<file path="src/rtl/npi_pkg.sv">
`default_nettype none
// ----------------------------------------------------------------------------
// npi_pkg
// Shared constants, types and helpers of the noncoherent pulse integrator.
// ----------------------------------------------------------------------------
package npi_pkg;

	localparam int GATES       = 1024;
	localparam int MAX_PULSES  = 16;
	localparam int SAMPLE_BITS = 16;

	localparam int SMP_W      = 16;
	localparam int VAL_W      = 17;
	localparam int NP_W       = 5;
	localparam int GATE_W     = $clog2(GATES);
	localparam int POS_W      = GATE_W + 1;
	localparam int SLOT_W     = $clog2(MAX_PULSES);
	localparam int N_W        = $clog2(MAX_PULSES + 1);
	localparam int RING_AW    = SLOT_W + GATE_W;
	localparam int RING_DEPTH = 2 ** RING_AW;
	localparam int SUM_W      = 38;
	localparam int RING_W     = 32;
	localparam int V_W        = RING_W + 1;
	localparam int MAG_W      = 36;
	localparam int DIV_STEP   = 6;
	localparam int DIV_STAGES = MAG_W / DIV_STEP;
	localparam int ROOT_W     = 16;
	localparam int X_W        = 2 * ROOT_W;
	localparam int REM_W      = ROOT_W + 4;
	localparam int SQ_STEP    = 4;
	localparam int SQ_STAGES  = ROOT_W / SQ_STEP;
	localparam int CFG_IDX_W  = 2;
	localparam int CFG_DATA_W = 5;
	localparam int SEXT_SH    = SMP_W - SAMPLE_BITS;

	typedef enum logic [CFG_IDX_W-1:0] {
		REG_ENABLED    = 2'd0,
		REG_NUM_PULSES = 2'd1,
		REG_IQ_MODE    = 2'd2
	} cfg_reg_t;

	// Control that travels with every request through the pipeline.
	typedef struct packed {
		logic              vld;
		logic              res;
		logic              byp;
		logic              last;
		logic              iq;
		logic [VAL_W-1:0]  byp_val;
		logic [SMP_W-1:0]  byp_q;
	} npi_tag_t;

	function automatic logic signed [SMP_W-1:0] sext_sample(input logic [SMP_W-1:0] raw);
		logic [SMP_W-1:0] t;
		t = raw << SEXT_SH;
		return $signed(t) >>> SEXT_SH;
	endfunction

	function automatic logic [N_W-1:0] window_len(input logic [NP_W-1:0] np);
		logic [N_W-1:0] n;
		if (np == '0) begin
			n = N_W'(1);
		end else if (int'(np) > MAX_PULSES) begin
			n = N_W'(MAX_PULSES);
		end else begin
			n = N_W'(np);
		end
		return n;
	endfunction

endpackage
`default_nettype wire

</file>
<file path="src/rtl/npi_div.sv">
`default_nettype none
// ----------------------------------------------------------------------------
// npi_div
// Rounded division of the window sum by the window length, six bits a stage.
// ----------------------------------------------------------------------------
module npi_div import npi_pkg::*; (
	input  logic                    clk,
	input  logic                    arst_n,
	input  logic                    en,
	input  logic signed [SUM_W-1:0] sum,
	input  logic [N_W-1:0]          n,
	input  npi_tag_t                tag,
	output logic [MAG_W-1:0]        q,
	output logic                    neg,
	output npi_tag_t                tag_o
);

	logic signed [SUM_W-1:0] t_sa;
	npi_tag_t                tag_sa;
	logic [MAG_W-1:0]        dq_s   [DIV_STAGES+1];
	logic [N_W-1:0]          rm_s   [DIV_STAGES+1];
	logic                    neg_s  [DIV_STAGES+1];
	npi_tag_t                tag_s  [DIV_STAGES+1];
	logic [MAG_W-1:0]        dq_nx  [DIV_STAGES];
	logic [N_W-1:0]          rm_nx  [DIV_STAGES];

	// Restoring division; the remainder always stays below n.
	always_comb begin
		logic [MAG_W-1:0] d;
		logic [N_W-1:0]   r;
		logic [N_W:0]     tr;
		for (int k = 0; k < DIV_STAGES; k++) begin
			d = dq_s[k];
			r = rm_s[k];
			for (int j = 0; j < DIV_STEP; j++) begin
				tr = {r, d[MAG_W-1]};
				d = {d[MAG_W-2:0], 1'b0};
				if (tr >= {1'b0, n}) begin
					tr = tr - {1'b0, n};
					d[0] = 1'b1;
				end
				r = tr[N_W-1:0];
			end
			dq_nx[k] = d;
			rm_nx[k] = r;
		end
	end

	always_ff @(posedge clk or negedge arst_n) begin
		if (!arst_n) begin
			tag_sa <= '0;
			for (int k = 0; k <= DIV_STAGES; k++) begin
				tag_s[k] <= '0;
			end
		end else if (en) begin
			tag_sa   <= tag;
			tag_s[0] <= tag_sa;
			for (int k = 0; k < DIV_STAGES; k++) begin
				tag_s[k+1] <= tag_s[k];
			end
		end
	end

	always_ff @(posedge clk) begin
		if (en) begin
			t_sa     <= sum + $signed(SUM_W'(n >> 1));
			neg_s[0] <= t_sa[SUM_W-1];
			dq_s[0]  <= MAG_W'(t_sa[SUM_W-1] ? -t_sa : t_sa);
			rm_s[0]  <= '0;
			for (int k = 0; k < DIV_STAGES; k++) begin
				dq_s[k+1]  <= dq_nx[k];
				rm_s[k+1]  <= rm_nx[k];
				neg_s[k+1] <= neg_s[k];
			end
		end
	end

	assign q     = dq_s[DIV_STAGES];
	assign neg   = neg_s[DIV_STAGES];
	assign tag_o = tag_s[DIV_STAGES];

endmodule
`default_nettype wire

</file>
<file path="config.mk">
export PLATFORM = sky130hd
export DESIGN_NAME = npi_div
export DESIGN_NICKNAME = d
export VERILOG_FILES = /design/src/rtl/npi_pkg.sv /design/src/rtl/npi_div.sv
export SDC_FILE = /design/constraint.sdc
export NUM_CORES = 1
export LEC_CHECK = 0
export BUFFER_PORTS_ARGS = -buffer_cell sky130_fd_sc_hd__buf_2
export CORE_MARGIN = 2
export CORE_UTILIZATION = 55
export CTS_CLUSTER_DIAMETER = 40
export CTS_CLUSTER_SIZE = 25
export DETAILED_ROUTE_END_ITERATION = 8
export MAX_ROUTING_LAYER = met4
export PLACE_DENSITY_LB_ADDON = 0.25
export SYNTH_ARGS = -nofsm -noshare
export SYNTH_HDL_FRONTEND = slang
export SYNTH_SLANG_ARGS = --single-unit
</file>
<file path="constraint.sdc">
create_clock -name clk -period 31 [get_ports clk]
set_input_delay 6.2 -clock clk [delete_from_list [all_inputs] [get_ports clk]]
set_output_delay 6.2 -clock clk [all_outputs]
set_load 0.005 [all_outputs]
</file>
==> qor.yml <==
required_ns: 31.38
ys_seq_area_frac: 0.552
insertion_delay_ns: 0.65
dieArea_mm2: 0.0587
wirelength_um: 57500
fin_crit_sh: 0.590
clock-skew-final_ns: 0.0412
syn_area_mm2: 0.0312
drive_gt1_frac: 0.284
yosysWarnings: 0
drt_iter0_drc: 1098
overflow: 0
busiest_layer: "met2"
area_growth_pct: 14.5
initial_core_util: 0.555
dp_hpwl_um: 39200
cts_buffer_depth: 3
hold_buffers: 0
crit_fanout: 23
worst-r2r-setup-slack_ns: 18.76
synth_seq_cells: 625
cts-root-buf: "clkbuf_16"
fillCellCount: 4188
min_from: "dq_s[4][3]"
yosys-top-cells-area: "edfxtp_1 31%, dfrtp_1 24%, mux2_2 12%, ha_1 7.3%, xnor2_1 3.2%"
period_needed_ns: 18.28
max_freq_mhz: 54.7
pin_count: 159
nNetsFinal: 2791
drv_slew: 0
cts_buffers: 88
hold_violations: 0
dp.cells: 3156
cpPeakStageDelay_ns: 0.46
synth.top_cell.area_share: 0.309
vias_per_cell: 5.53
cts_tree: "done"
place_congestion: 0.891
crit_path_start: "n[0]"
grt_pass1_wl_um: 95500
grt_max_degree: 195
slew_headroom: 0.287
syn-num-nets: 2619
outcome: "complete, no violations"
async_flop_share: 0.486
synth_edf_count: 321
cts_max_level: 3
drc: 0
antenna_left: 0
netlist_top_cells_count: "345 x mux2_2, 321 x edfxtp_1, 304 x dfrtp_1"
use_met2: 0.325
cp_common_cell: "a21oi_1"
syn_inst: 2318
crit_type: "primary input to flip-flop"
holdWs_ns: 0.409
worst_hold_path_type: "flip-flop to flip-flop"
timing.setup.tns_ns: 0
worst_pin_slew_ns: 1.07
use_met1: 0.257
cts_resized: 0
design.core.area_mm2: 0.0563
antenna_found_initial: 13
r2r-end: "rm_s[5][4]"
grt_pass1_vias: 19100
numPortBuffers: 158
slowest_stage: "fa_1"
yosys_most_used_dff: "edfxtp_1"
syn_avg_cell_area_um2: 13.5
path_clk_slew_ns: 0.05
yosysUniqueCellTypes: 92
rows: 87
synth_area_leader_cell: "edfxtp_1"
cts_setup_buffers: 0
r2r_cells: 53
synth.most_common_cell: "mux2_2"
worst_setup_path_start_kind: "primary input"
setup_viol: 0
r2r-start: "dq_s[4][35]"
final_cells: 3333
grt_use_met3: 0.0515
max-cap-violations: 0
cp-end-kind: "flip-flop"
cts_sinks: 625
first_pass_iters: 5
vias: 18400
crit_path_end: "rm_s[5][4]"
rsz0062_at_grt: "no"
die_w_um: 242
routedWlPerCell_um: 17.2
die_h_um: 242
grt_usage: 0.206
cp_data_arrival_time_ns: 18.66
-- state kept, by name (all words and copies together) (netlist names) --
signal	flops
dq_s	252
tag_s	228
tag_o	38
tag_sa	38
t_sa	37
rm_s	25
neg_s	7
-- per-layer routing --
layer | wire length [um] | vias to the layer above
met5 | 0 | -
met4 | 1710 | 0
met3 | 3430 | 125
met2 | 27100 | 380
met1 | 25300 | 9064
li1 | - | 8858
-- worst min-delay path by stage --
stage | endpoint | cells past startpoint | slack, ns
2_1_floorplan | dq_s[1][10] | 0 | 0.40
3_3_place_gp | dq_s[2][34] | 0 | 0.40
3_5_place_dp | dq_s[1][24] | 0 | 0.40
4_1_cts | dq_s[4][32] | 0 | 0.41
5_1_grt | dq_s[4][32] | 0 | 0.42
6_report | dq_s[5][9] | 0 | 0.41
-- cell usage in the layout, fill, tap and decap left out, types with 15 or more instances in the layout --
cell	Yosys	final
xor2_1	44	44
mux2_2	345	345
edfxtp_1	321	321
clkbuf_16	0	88
ha_1	182	182
inv_1	152	151
buf_2	6	156
nor2b_1	33	33
a21o_1	54	54
nand2_1	73	73
o21ai_0	64	64
nand3_1	24	24
and3_1	15	15
a21oi_1	99	99
mux2i_1	33	33
nand2b_1	23	23
fa_1	35	35
dfrtp_1	304	304
inv_6	0	17
nor2_1	71	71
xnor2_1	115	115
-- per-stage QoR --
step / cell area (um^2) / setup slack (ns) / utilization
after floorplan: 31200 / 13.76 / -
after global placement: 32600 / 12.61 / 0.579
after detailed placement: 32600 / 12.25 / 0.579
after CTS: 35700 / 12.91 / 0.635
after global routing: 35800 / 11.58 / 0.636
final: 35800 / 12.72 / 0.636
-- worst max-delay path: cells and delay by family --
kind | cells | cell delay, ns
buf+inv | 5 | 1.31
fa+ha+maj | 7 | 2.39
simple gates | 17 | 2.76
compound gates | 22 | 4.81
mux | 3 | 1.11
-- final cells by class --
| cell class | count | area (um^2) | share of cell area |
|---|---|---|---|
| diodes | 13 | 32.5 | 0.000910 |
| repair buffers | 171 | 933 | 0.0261 |
| well taps | 756 | 946 | 0.0264 |
| flip-flops and latches | 625 | 17200 | 0.482 |
| inverters | 154 | 578 | 0.0162 |
| multi-input cells | 1450 | 12900 | 0.360 |
| clock inverters | 66 | 843 | 0.0236 |
| clock buffers | 98 | 2300 | 0.0643 |
-- cells by family after synthesis --
logic type / share of synthesized area
xor+xnor: 0.0446
flops: 0.552
buf+inv: 0.0349
simple gates: 0.0560
compound gates: 0.0786
fa+ha+maj: 0.0954
mux: 0.138
Power is not shown: default switching activity piles up to over one toggle a cycle in this logic, so the estimate is an artifact.
