**config.mk**
```make
export PLATFORM = sky130hd
export DESIGN_NAME = npi_isqrt
export DESIGN_NICKNAME = d
export VERILOG_FILES = /design/src/rtl/npi_pkg.sv /design/src/rtl/npi_isqrt.sv
export SDC_FILE = /design/constraint.sdc
export NUM_CORES = 1
export LEC_CHECK = 0
export BUFFER_PORTS_ARGS = -buffer_cell sky130_fd_sc_hd__buf_2
export CAP_MARGIN = 5
export CORE_UTILIZATION = 45
export CTS_CLUSTER_SIZE = 24
export DETAILED_ROUTE_END_ITERATION = 10
export PLACE_DENSITY = 0.73
export SYNTH_ARGS = -nofsm -noshare
export SYNTH_HDL_FRONTEND = slang
export SYNTH_SLANG_ARGS = --single-unit
```
**constraint.sdc**
```tcl
create_clock -name clk -period 18.26 [get_ports clk]
set_input_delay 3.652 -clock clk [delete_from_list [all_inputs] [get_ports clk]]
set_output_delay 3.652 -clock clk [all_outputs]
set_load 0.005 [all_outputs]
```
**src/rtl/npi_pkg.sv**
```systemverilog
`default_nettype none
// ----------------------------------------------------------------------------
// npi_pkg
// Shared constants, types and helpers of the noncoherent pulse integrator.
// ----------------------------------------------------------------------------
package npi_pkg;

	localparam int GATES       = 1024;
	localparam int MAX_PULSES  = 16;
	localparam int SAMPLE_BITS = 16;

	localparam int SMP_W      = 16;
	localparam int VAL_W      = 17;
	localparam int NP_W       = 5;
	localparam int GATE_W     = $clog2(GATES);
	localparam int POS_W      = GATE_W + 1;
	localparam int SLOT_W     = $clog2(MAX_PULSES);
	localparam int N_W        = $clog2(MAX_PULSES + 1);
	localparam int RING_AW    = SLOT_W + GATE_W;
	localparam int RING_DEPTH = 2 ** RING_AW;
	localparam int SUM_W      = 38;
	localparam int RING_W     = 32;
	localparam int V_W        = RING_W + 1;
	localparam int MAG_W      = 36;
	localparam int DIV_STEP   = 6;
	localparam int DIV_STAGES = MAG_W / DIV_STEP;
	localparam int ROOT_W     = 16;
	localparam int X_W        = 2 * ROOT_W;
	localparam int REM_W      = ROOT_W + 4;
	localparam int SQ_STEP    = 4;
	localparam int SQ_STAGES  = ROOT_W / SQ_STEP;
	localparam int CFG_IDX_W  = 2;
	localparam int CFG_DATA_W = 5;
	localparam int SEXT_SH    = SMP_W - SAMPLE_BITS;

	typedef enum logic [CFG_IDX_W-1:0] {
		REG_ENABLED    = 2'd0,
		REG_NUM_PULSES = 2'd1,
		REG_IQ_MODE    = 2'd2
	} cfg_reg_t;

	// Control that travels with every request through the pipeline.
	typedef struct packed {
		logic              vld;
		logic              res;
		logic              byp;
		logic              last;
		logic              iq;
		logic [VAL_W-1:0]  byp_val;
		logic [SMP_W-1:0]  byp_q;
	} npi_tag_t;

	function automatic logic signed [SMP_W-1:0] sext_sample(input logic [SMP_W-1:0] raw);
		logic [SMP_W-1:0] t;
		t = raw << SEXT_SH;
		return $signed(t) >>> SEXT_SH;
	endfunction

	function automatic logic [N_W-1:0] window_len(input logic [NP_W-1:0] np);
		logic [N_W-1:0] n;
		if (np == '0) begin
			n = N_W'(1);
		end else if (int'(np) > MAX_PULSES) begin
			n = N_W'(MAX_PULSES);
		end else begin
			n = N_W'(np);
		end
		return n;
	endfunction

endpackage
`default_nettype wire

```
**src/rtl/npi_isqrt.sv**
```systemverilog
`default_nettype none
// ----------------------------------------------------------------------------
// npi_isqrt
// Digit-by-digit integer square root, four result bits a stage.
// ----------------------------------------------------------------------------
module npi_isqrt import npi_pkg::*; (
	input  logic              clk,
	input  logic              arst_n,
	input  logic              en,
	input  logic [MAG_W-1:0]  q,
	input  logic              neg,
	input  npi_tag_t          tag,
	output logic [ROOT_W-1:0] root,
	output logic [REM_W-1:0]  rem,
	output logic [VAL_W-1:0]  raw,
	output npi_tag_t          tag_o
);

	logic [X_W-1:0]    x_s    [SQ_STAGES+1];
	logic [REM_W-1:0]  rem_s  [SQ_STAGES+1];
	logic [ROOT_W-1:0] root_s [SQ_STAGES+1];
	logic [VAL_W-1:0]  raw_s  [SQ_STAGES+1];
	npi_tag_t          tag_s  [SQ_STAGES+1];
	logic [X_W-1:0]    x_nx    [SQ_STAGES];
	logic [REM_W-1:0]  rem_nx  [SQ_STAGES];
	logic [ROOT_W-1:0] root_nx [SQ_STAGES];

	always_comb begin
		logic [X_W-1:0]    x;
		logic [REM_W-1:0]  r;
		logic [ROOT_W-1:0] rt;
		logic [REM_W-1:0]  trial;
		for (int k = 0; k < SQ_STAGES; k++) begin
			x  = x_s[k];
			r  = rem_s[k];
			rt = root_s[k];
			for (int j = 0; j < SQ_STEP; j++) begin
				r = {r[REM_W-3:0], x[X_W-1:X_W-2]};
				x = {x[X_W-3:0], 2'b00};
				trial = REM_W'({rt, 2'b01});
				if (r >= trial) begin
					r  = r - trial;
					rt = {rt[ROOT_W-2:0], 1'b1};
				end else begin
					rt = {rt[ROOT_W-2:0], 1'b0};
				end
			end
			x_nx[k]    = x;
			rem_nx[k]  = r;
			root_nx[k] = rt;
		end
	end

	always_ff @(posedge clk or negedge arst_n) begin
		if (!arst_n) begin
			for (int k = 0; k <= SQ_STAGES; k++) begin
				tag_s[k] <= '0;
			end
		end else if (en) begin
			tag_s[0] <= tag;
			for (int k = 0; k < SQ_STAGES; k++) begin
				tag_s[k+1] <= tag_s[k];
			end
		end
	end

	always_ff @(posedge clk) begin
		if (en) begin
			x_s[0]    <= q[X_W-1:0];
			rem_s[0]  <= '0;
			root_s[0] <= '0;
			raw_s[0]  <= neg ? -q[VAL_W-1:0] : q[VAL_W-1:0];
			for (int k = 0; k < SQ_STAGES; k++) begin
				x_s[k+1]    <= x_nx[k];
				rem_s[k+1]  <= rem_nx[k];
				root_s[k+1] <= root_nx[k];
				raw_s[k+1]  <= raw_s[k];
			end
		end
	end

	assign root  = root_s[SQ_STAGES];
	assign rem   = rem_s[SQ_STAGES];
	assign raw   = raw_s[SQ_STAGES];
	assign tag_o = tag_s[SQ_STAGES];

endmodule
`default_nettype wire

```
==> impl_metrics.py <==
metrics = {
    "clock_tree": {
        "ctsLongestPathBuffers": 3,
        "cts.sinks": 465,
        "cts.htree.levels": 2,
        "tritoncts": "yes",
        "cts_resized": 0,
        "clk_latency_ns": 0.60,
        "cts-root-buf": "clkbuf_16",
        "numCtsBuffers": 48,
        "postCtsSetupBuffers": 0,
        "clk_pin_slew_ns": 0.06,
        "cts_hold_buf": 0,
    },
    "min_path": {
        "hold_class": "reg -> reg",
    },
    "drt": {
        "post_drt_wl_per_cell_um": 18.1,
        "routed_via_density": 5.64,
        "ant_nets": 0,
        "first_pass_iters": 6,
        "routed_wl_mm": 62.2,
        "drc_errors": 0,
        "vias": 19400,
        "first_iter_violations": 1297,
    },
    "pwr": {
        "p_per_area_nw_per_um2": 163,
        "leakagePower_nw": 12.5,
        "peakVddDrop_uv": 132,
    },
    "timing": {
        "fin_worst_skew_ns": 0.0441,
        "slew_viol_final": 0,
        "finalSetupViolCount": 0,
        "hold_viol": 0,
        "grt_setup_unrepaired": "no",
        "fin_crit_sh": 0.725,
        "min_period_ns": 13.24,
        "worstMarginPinSlew_ns": 1.05,
        "slew_headroom": 0.282,
        "finalSetupTns_ns": 0,
        "fmaxAchievable_mhz": 75.5,
    },
    "job": {
        "cap_violations": 0,
    },
    "critical_path": {
        "critPathSlowestCell": "a221oi_1",
        "slowest_delay_ns": 0.81,
        "critPathCaptureType": "register",
        "critPathRequiredTime_ns": 18.57,
        "cp_common_cell": "a21oi_1",
        "r2r_slack_ns": 5.02,
        "cp.arrival_ns": 13.55,
        "critPathKind": "reg -> reg",
        "crit_path_start_kind": "register",
        "worst-path-max-fanout": 23,
    },
    "synth": {
        "synth_flop_cell": "edfxtp_1",
        "ys_async_sr_fraction": 0.409,
        "synth_edf_count": 275,
        "synthDistinctLibCells": 100,
        "synthCells": 2532,
        "ys_seq_area_frac": 0.472,
        "synth_area_um2": 27500,
        "avgSynthCellArea_um2": 10.9,
        "ys_warn_count": 0,
        "ys_ff_latch": 465,
    },
    "global_routing": {
        "overflow": 0,
        "grt_max_degree": 146,
        "antenna_found_initial": 7,
        "grt_pass1_vias": 18800,
        "grt_pass1_wl_mm": 99.7,
        "grt_use_total": 0.198,
    },
    "placed_design": {
        "hpwl_mm": 47.3,
        "place_congestion": 0.912,
        "port_buffers": 164,
    },
    "final_layout": {
        "fin_nets": 2847,
        "drive_gt1_frac": 0.194,
        "syn2layout_area_growth_pct": 9.39,
        "final_core_util": 0.498,
    },
    "floorplan": {
        "design.core.area_um2": 60500,
        "rows": 90,
        "ioPinCount": 169,
        "die_h_um": 249,
        "start_util": 0.455,
        "die_area_um2": 62200,
        "die_w_um": 249,
    },
    "status": {
        "run_status": "finished, final reports clean",
    },
}
[worst paths after layout]
path	to	from	cells after the start
setup / recovery	rem_s[0][75]	root_s[0][36]	39
hold / removal	x_s[0][53]	x_s[0][13]	0
setup reg to reg	rem_s[0][75]	root_s[0][36]	39
hold reg to reg	x_s[0][53]	x_s[0][13]	0
max in group asynchronous	tag_s[155]	arst_n	2
min in group asynchronous	tag_s[52]	arst_n	1
[cell usage after synthesis, types with 25 or more instances]
cell type    n  area, um^2
xor2_1      62         543
inv_1      121         454
clkbuf_1    55         206
edfxtp_1   275        8260
ha_1       154        1930
nor2_1     165         619
nor3_1      62         310
nand2b_1    30         188
a211oi_1    25         188
buf_4       76         571
a21o_1      58         435
mux2_2     220        2480
nand3_1     51         255
a21oi_1    175         876
xnor2_1    137        1200
nand2_1    167         627
o21ai_0    104         521
dfrtp_1    190        4750
[sequential cells by signal, summed over array words and instances, names as in the netlist]
signal,count
tag_o,38
x_s,76
root_s,40
rem_s,74
tag_s,152
raw_s,85
[logic make-up (layout without fill, tap and decap cells)]
| family | count (synthesis) | count (layout) | share of synthesized area |
|---|---|---|---|
| AOI/OAI and AO/OA | 545 | 545 | 0.128 |
| other | 1 | 3 | 0.000136 |
| muxes | 237 | 237 | 0.0962 |
| and+or+nand+nor | 663 | 663 | 0.122 |
| DFF | 465 | 465 | 0.472 |
| xor gates and xnor gates | 200 | 200 | 0.0639 |
| adders and majority gates | 154 | 154 | 0.0700 |
| buffers and inverters | 267 | 386 | 0.0471 |
[worst max-delay path: cells and delay by family, from the launching register on]
| family | cells | cell delay, ns |
|---|---|---|
| compound gates | 17 | 4.47 |
| xor+xnor | 1 | 0.12 |
| fa+ha+maj | 4 | 1.65 |
| buf+inv | 4 | 1.39 |
| flops | 1 | 0.56 |
| mux | 1 | 0.29 |
| simple gates | 12 | 4.45 |
[routing by layer]
layer	part of all wire	track usage
met5	0.0011	0
met4	0.023	0.0541
met3	0.056	0.0348
met2	0.47	0.326
met1	0.45	0.269
[cell usage in the layout (no fill, tap or decap), drive strengths merged, types with 27 or more instances in the layout]
| master | instances |
|---|---|
| xnor2 | 137 |
| nor2 | 169 |
| edfxtp | 275 |
| buf | 172 |
| a211oi | 27 |
| clkbuf | 64 |
| nor3 | 65 |
| mux2 | 222 |
| dfrtp | 190 |
| xor2 | 63 |
| o21ai | 112 |
| ha | 154 |
| a21oi | 176 |
| nand2b | 30 |
| a21o | 58 |
| nand2 | 168 |
| nand3 | 53 |
| inv | 129 |
[cell type report]
cell class / instances / area, um^2
inverters: 127 / 477
fillers: 5295 / 30300
well taps: 782 / 978
diodes: 1 / 2.50
flip-flops and latches: 465 / 13000
repair buffers: 172 / 897
multi-input cells: 1801 / 13200
clock inverters: 23 / 190
clock buffers: 64 / 1330
[stage by stage]
step / hold slack (ns) / std cells / power, W / cell area (um^2) / setup WS [ns]
final: 0.406 / 3435 / 0.00490 / 30100 / 5.02
after floorplan: 0.400 / 2533 / 0.00342 / 27500 / 8.13
after global placement: 0.401 / 3347 / 0.00391 / 28600 / 5.49
after CTS: 0.413 / 3434 / 0.00493 / 30100 / 5.20
after detailed placement: 0.405 / 3347 / 0.00397 / 28600 / 5.32
after global routing: 0.416 / 3435 / 0.00525 / 30100 / 4.07
[power by group]
part           switching, W  internal [W]  total (W)  leakage [nW]
Combinational       0.00144       0.00103    0.00246          6.86
Clock              0.000399      0.000531   0.000930         0.743
Sequential         0.000106       0.00141    0.00151          4.88
No activity file was read; power rests on OpenSTA's default activity.
